**src/hw/rtl/sidiv_pkg.sv**
```systemverilog
// Shared types and constants for the saturating signed integer divider.
// No dependencies; used by signed_int_divider_saturating_top.
package sidiv_pkg;

    // Sequencer states
    typedef enum logic [0:0] {
        ST_IDLE,
        ST_RUN
    } state_t;

    // m_tuser layout, lowest bit first
    localparam int unsigned TUSER_W   = 2;
    localparam int unsigned TUSER_OVF = 0;
    localparam int unsigned TUSER_DZ  = 1;

endpackage

```
**src/hw/rtl/signed_int_divider_saturating_top.sv**
```systemverilog
// Saturating signed integer divider, radix-2 restoring, one quotient bit per cycle.
// Depends on sidiv_pkg (state type, m_tuser bit positions).

// Divides a signed DATA_WIDTH-bit dividend by a signed DATA_WIDTH-bit divisor and returns
// the quotient truncated toward zero. Operands are converted to magnitudes when the input
// transaction is accepted, and a single shift-and-subtract unit then retires one quotient
// bit per clock. After the last bit, once the output register is free, the combined sign
// is applied and the result is written to the output register. One division is in flight
// at a time, so a new transaction is accepted only once the current result has been
// written to the output register. s_tready is high whenever the unit is idle, even if a
// finished result is still waiting in the output register. The unit stalls on its final
// step only when that register is still occupied.
// Special cases: a zero divisor gives quotient 0 with div_by_zero set. The most negative
// value divided by -1 saturates to the positive maximum with overflow set.
// s_tdata : [DATA_WIDTH-1:0] dividend, [2*DATA_WIDTH-1:DATA_WIDTH] divisor, zero padded
// m_tdata : [DATA_WIDTH-1:0] quotient, zero padded
// m_tuser : [0] overflow, [1] div_by_zero
module signed_int_divider_saturating_top #(
    parameter int unsigned DATA_WIDTH = 32
) (
    input  logic                                   aclk,
    input  logic                                   aresetn,
    // input channel
    input  logic                                   s_tvalid,
    output logic                                   s_tready,
    input  logic [((2*DATA_WIDTH+7)/8)*8-1:0]      s_tdata,  // dividend, divisor
    // result channel
    output logic                                   m_tvalid,
    input  logic                                   m_tready,
    output logic [((DATA_WIDTH+7)/8)*8-1:0]        m_tdata,  // quotient
    output logic [sidiv_pkg::TUSER_W-1:0]          m_tuser   // overflow, div_by_zero
);

    localparam int unsigned M_TDATA_W = ((DATA_WIDTH + 7) / 8) * 8;
    localparam int unsigned CNT_W     = $clog2(DATA_WIDTH + 1);

    localparam logic [DATA_WIDTH-1:0] SMAX = {1'b0, {(DATA_WIDTH-1){1'b1}}};
    localparam logic [CNT_W-1:0]      CNT_FULL = CNT_W'(DATA_WIDTH);

    // Control state
    sidiv_pkg::state_t         state_reg, state_next;
    logic [CNT_W-1:0]          count_reg, count_next;
    logic                      m_tvalid_reg, m_tvalid_next;

    // Datapath: num_reg shifts dividend bits out at the top and quotient bits in at the bottom
    logic [DATA_WIDTH-1:0]     num_reg, num_next;
    logic [DATA_WIDTH-1:0]     rem_reg, rem_next;
    logic [DATA_WIDTH-1:0]     den_reg, den_next;
    logic                      neg_reg, neg_next;
    logic                      dz_reg, dz_next;
    logic [DATA_WIDTH-1:0]     quot_reg, quot_next;
    logic [sidiv_pkg::TUSER_W-1:0] user_reg, user_next;

    logic                      s_fire;
    logic                      out_free;
    logic [DATA_WIDTH-1:0]     dividend, divisor;
    logic [DATA_WIDTH-1:0]     dividend_mag, divisor_mag;
    logic [DATA_WIDTH+1:0]     diff;
    logic                      borrow;
    logic [DATA_WIDTH-1:0]     q_neg;

    assign dividend = s_tdata[DATA_WIDTH-1:0];
    assign divisor  = s_tdata[2*DATA_WIDTH-1:DATA_WIDTH];

    assign dividend_mag = dividend[DATA_WIDTH-1] ? (~dividend + 1'b1) : dividend;
    assign divisor_mag  = divisor[DATA_WIDTH-1]  ? (~divisor + 1'b1)  : divisor;

    assign s_tready = (state_reg == sidiv_pkg::ST_IDLE);
    assign s_fire   = s_tvalid && s_tready;
    assign out_free = !m_tvalid_reg || m_tready;

    // Restoring step: shifted partial remainder minus divisor; borrow means restore
    assign diff   = {1'b0, rem_reg, num_reg[DATA_WIDTH-1]} - {2'b00, den_reg};
    assign borrow = diff[DATA_WIDTH+1];
    assign q_neg  = ~num_reg + 1'b1;

    always_comb begin
        state_next    = state_reg;
        count_next    = count_reg;
        m_tvalid_next = m_tvalid_reg;
        num_next      = num_reg;
        rem_next      = rem_reg;
        den_next      = den_reg;
        neg_next      = neg_reg;
        dz_next       = dz_reg;
        quot_next     = quot_reg;
        user_next     = user_reg;

        if (m_tvalid_reg && m_tready) begin
            m_tvalid_next = 1'b0;
        end

        case (state_reg)
            sidiv_pkg::ST_IDLE: begin
                if (s_fire) begin
                    num_next   = dividend_mag;
                    den_next   = divisor_mag;
                    rem_next   = '0;
                    neg_next   = dividend[DATA_WIDTH-1] ^ divisor[DATA_WIDTH-1];
                    dz_next    = (divisor == '0);
                    count_next = CNT_FULL;
                    state_next = sidiv_pkg::ST_RUN;
                end
            end
            sidiv_pkg::ST_RUN: begin
                if (count_reg != '0) begin
                    if (!borrow) begin
                        rem_next = diff[DATA_WIDTH-1:0];
                    end else begin
                        rem_next = {rem_reg[DATA_WIDTH-2:0], num_reg[DATA_WIDTH-1]};
                    end
                    num_next   = {num_reg[DATA_WIDTH-2:0], !borrow};
                    count_next = count_reg - 1'b1;
                end else if (out_free) begin
                    // Apply sign, saturate, publish
                    user_next = '0;
                    if (dz_reg) begin
                        quot_next = '0;
                        user_next[sidiv_pkg::TUSER_DZ] = 1'b1;
                    end else if (neg_reg) begin
                        quot_next = q_neg;
                    end else if (num_reg[DATA_WIDTH-1]) begin
                        quot_next = SMAX;
                        user_next[sidiv_pkg::TUSER_OVF] = 1'b1;
                    end else begin
                        quot_next = num_reg;
                    end
                    m_tvalid_next = 1'b1;
                    state_next    = sidiv_pkg::ST_IDLE;
                end
            end
            default: begin
                state_next = sidiv_pkg::ST_IDLE;
            end
        endcase
    end

    always_ff @(posedge aclk) begin
        if (!aresetn) begin
            state_reg    <= sidiv_pkg::ST_IDLE;
            count_reg    <= '0;
            m_tvalid_reg <= 1'b0;
        end else begin
            state_reg    <= state_next;
            count_reg    <= count_next;
            m_tvalid_reg <= m_tvalid_next;
        end
    end

    always_ff @(posedge aclk) begin
        num_reg  <= num_next;
        rem_reg  <= rem_next;
        den_reg  <= den_next;
        neg_reg  <= neg_next;
        dz_reg   <= dz_next;
        quot_reg <= quot_next;
        user_reg <= user_next;
    end

    assign m_tvalid = m_tvalid_reg;
    assign m_tdata  = M_TDATA_W'(quot_reg);
    assign m_tuser  = user_reg;

endmodule

```
**config.mk**
```make
export PLATFORM = sky130hd
export DESIGN_NAME = signed_int_divider_saturating_top
export DESIGN_NICKNAME = d
export VERILOG_FILES = /design/src/hw/rtl/sidiv_pkg.sv /design/src/hw/rtl/signed_int_divider_saturating_top.sv
export SDC_FILE = /design/constraint.sdc
export NUM_CORES = 1
export LEC_CHECK = 0
export ABC_AREA = 1
export BUFFER_PORTS_ARGS = -buffer_cell sky130_fd_sc_hd__buf_2
export CELL_PAD_IN_SITES_DETAIL_PLACEMENT = 0
export CELL_PAD_IN_SITES_GLOBAL_PLACEMENT = 1
export CORE_MARGIN = 3
export CORE_UTILIZATION = 25
export CTS_BUF_LIST = sky130_fd_sc_hd__clkbuf_8
export DETAILED_ROUTE_END_ITERATION = 8
export GPL_TIMING_DRIVEN = 0
export PLACE_DENSITY = 0.61
export SYNTH_ARGS = -nofsm -noshare
export SYNTH_HDL_FRONTEND = slang
export SYNTH_SLANG_ARGS = --single-unit
```
**constraint.sdc**
```tcl
create_clock -name aclk -period 11.2 [get_ports aclk]
set_input_delay 2.24 -clock aclk [delete_from_list [all_inputs] [get_ports aclk]]
set_output_delay 2.24 -clock aclk [all_outputs]
set_load 0.01 [all_outputs]
```
==> flow_summary.yaml <==
grt:
  grt_pass1_wl_um: 55000
  grt_usage_pct: 15.2
  grt-ovfl-total: 0
  grt_max_degree: 44
  grt_use_met2_pct: 26.7
  use_met1_pct: 19.3
  grt_pass1_vias: 10060
  use_met3_pct: 2.23
  antenna_found_initial: 0
  grt_most_used_layer: "met2"
route:
  wire_per_inst_um: 14.9
  drtIter0Drc: 444
  viasPerCell: 4.39
  drt-pass1-iter-count: 5
  wl_um: 34700
  vias: 10170
  drcViolationCount: 0
  antenna_left: 0
die:
  fp.dieW_um: 215
  dieArea_mm2: 0.0463
  start_util_pct: 25.3
  num_io_pins: 104
  core_mm2: 0.0432
  std_cell_rows: 76
  die_h_um: 215
timing:
  finalMaxSlewViolations: 0
  period_share_pct: 36.1
  rsz0062_at_grt: "no"
  max_slew_margin_pct: 40.1
  layout_min_cycle_time_ns: 4.04
  setup_tns_ns: 0
  setup_viol: 0
  fin_hold_ws_ns: 0.459
  hold_violations: 0
  tightest_slew_ns: 0.893
  skew_ns: 0.0151
  max_freq_mhz: 247
worst_setup_path:
  path_class: "reg -> out"
  cp_num_buf_inv: 3
  max_stage_delay_ns: 0.44
  critPathTopFamily: "buffers and inverters"
  crit_chain: "clkinv_1 > clkbuf_1 > buf_2"
  start_kind: "register"
  crit_arrival_ns: 1.80
  slowest_stage: "dfxtp_1"
  required_ns: 8.96
  endpoint_kind: "primary output"
  cp_max_fo: 10
synthesis:
  ys_types: 47
  synth_edf_count: 132
  yosysTopAreaCell: "edfxtp_1"
  post_synth.cell_area_avg_um2: 6.86
  async_flop_share_pct: 0
  yosysTopAreaCellShare_pct: 36.2
  ys.warnings.count: 0
  yosysSeqAreaShare_pct: 37.7
  ys_ff_latch: 140
  yosys_most_used_dff: "edfxtp_1"
  synthTopCellsByCount: "480 x nand2_1, 273 x inv_1, 206 x nor2_1, 132 x edfxtp_1, 109 x nand3_1"
  synth.area.top_cells: "edfxtp_1 36%, nand2_1 16%, inv_1 9.4%"
  synth_area_mm2: 0.0109
  synth_cells: 1596
  synth.most_common_cell: "nand2_1"
  syn_nets: 1701
place:
  place_area_mm2: 0.0123
  place_congestion: 0.910
  place_inst: 2287
  portBuffers: 102
  dp_hpwl_um: 28400
clock_tree:
  clockBufferDepth: 2
  clk_latency_ns: 0.50
  cts_resized: 0
  post-cts-setup-buffers: 0
  root_buffer: "clkbuf_8"
  cts-buffers-inserted: 17
  cts_tree: "yes"
  clk_pin_slew_worst_paths_ns: 0.09
  hold_buffers: 0
  clock-sinks: 140
  htree_levels: 4
final_layout:
  areaGrowthSynthToFinish_pct: 16.0
  fin_nets: 1826
  final_util_pct: 29.4
  fillers: 4888
  fin_cells: 2319
  antenna_cells: 0
  stdcell_area_mm2: 0.0127
  drive_gt1_share_pct: 10.8
flow_run:
  drv_cap: 0
power:
  leakage_nw: 6.09
  cellPowerDensity_mw_per_mm2: 187
  worst_ir_drop_vdd_mv: 0.0707
status:
  status: "finished clean"
hold_path:
  hp-class: "reg -> reg"
## metal layers
layer	up-vias	share of wire, %
li1	5350	-
met1	4612	46
met2	180	49
met3	28	3.0
met4	0	1.8
met5	-	0
## placed cells by master, fill, tap and decap left out, types with 8 or more instances in the layout
master    count
dfxtp_1       8
inv_1       273
clkbuf_8     17
o21ai_0      65
nand2_1     479
ha_1         36
edfxtp_1    132
a21oi_1      49
nand3b_1     22
xnor2_1      10
nand4_1      30
xor2_1       40
buf_2       106
clkbuf_1     18
nor2_1      205
nor2_2       14
nand3_1     109
a31oi_1      17
nor3_1       19
## cell families (layout without fill, tap and decap cells)
kind of cell,Yosys count,count (layout),share of synthesized area [%]
AND/OR/NAND/NOR,908,908,35.4
buffers and inverters,311,449,11.0
AO/OA/AOI/OAI,150,150,7.57
flip-flops,140,140,37.7
XOR/XNOR,50,50,4.00
adder cells (fa/ha/maj),37,37,4.30
## final timing paths
path	slack (ns)	cells after the start	endpoint	start
worst max-delay path	7.16	3	s_tready	state_reg
worst min register to register	0.46	1	count_reg[0]	count_reg[0]
worst max register to register	8.24	16	rem_reg[28]	num_reg[31]
worst min-delay path	0.46	1	count_reg[0]	count_reg[0]
## report_power, final
| part | leakage (nW) | switching [mW] | internal, mW |
|---|---|---|---|
| Sequential | 1.35 | 0.0695 | 0.733 |
| Combinational | 4.54 | 0.758 | 0.367 |
| Clock | 0.204 | 0.235 | 0.205 |
## worst reg2reg max path, stage by stage, from the launching register on
cell and delay, ns:
edfxtp_1 0.50, inv_1 0.23, ha_1 0.18, inv_1 0.09, fa_1 0.45, nand3_1 0.11, nand3_1 0.18, nand2_1 0.12
nand2_1 0.16, nand2_1 0.10, nand2_1 0.15, nand2_1 0.15, nand2_1 0.06, nand2_1 0.06, nand3_1 0.09, nand2_1 0.08
inv_1 0.04
## per-stage QoR
step	total power, mW	setup WS, ns
2_1_floorplan	1.59	5.17
3_3_place_gp	1.94	3.14
3_5_place_dp	1.95	7.01
4_1_cts	2.40	7.07
5_1_grt	2.58	7.00
6_report	2.37	7.16
## area by class of cell
| type | count | area, um^2 | area share (%) |
|---|---|---|---|
| plain buffers | 31 | 148 | 1.16 |
| clock buffers | 17 | 234 | 1.84 |
| clock inverters | 15 | 180 | 1.42 |
| inverters | 280 | 1060 | 8.32 |
| multi-input cells | 1145 | 5640 | 44.4 |
| flip-flops and latches | 140 | 4120 | 32.5 |
| well taps | 585 | 732 | 5.77 |
| repair buffers | 106 | 581 | 4.58 |
(Power assumes the default switching activity.)
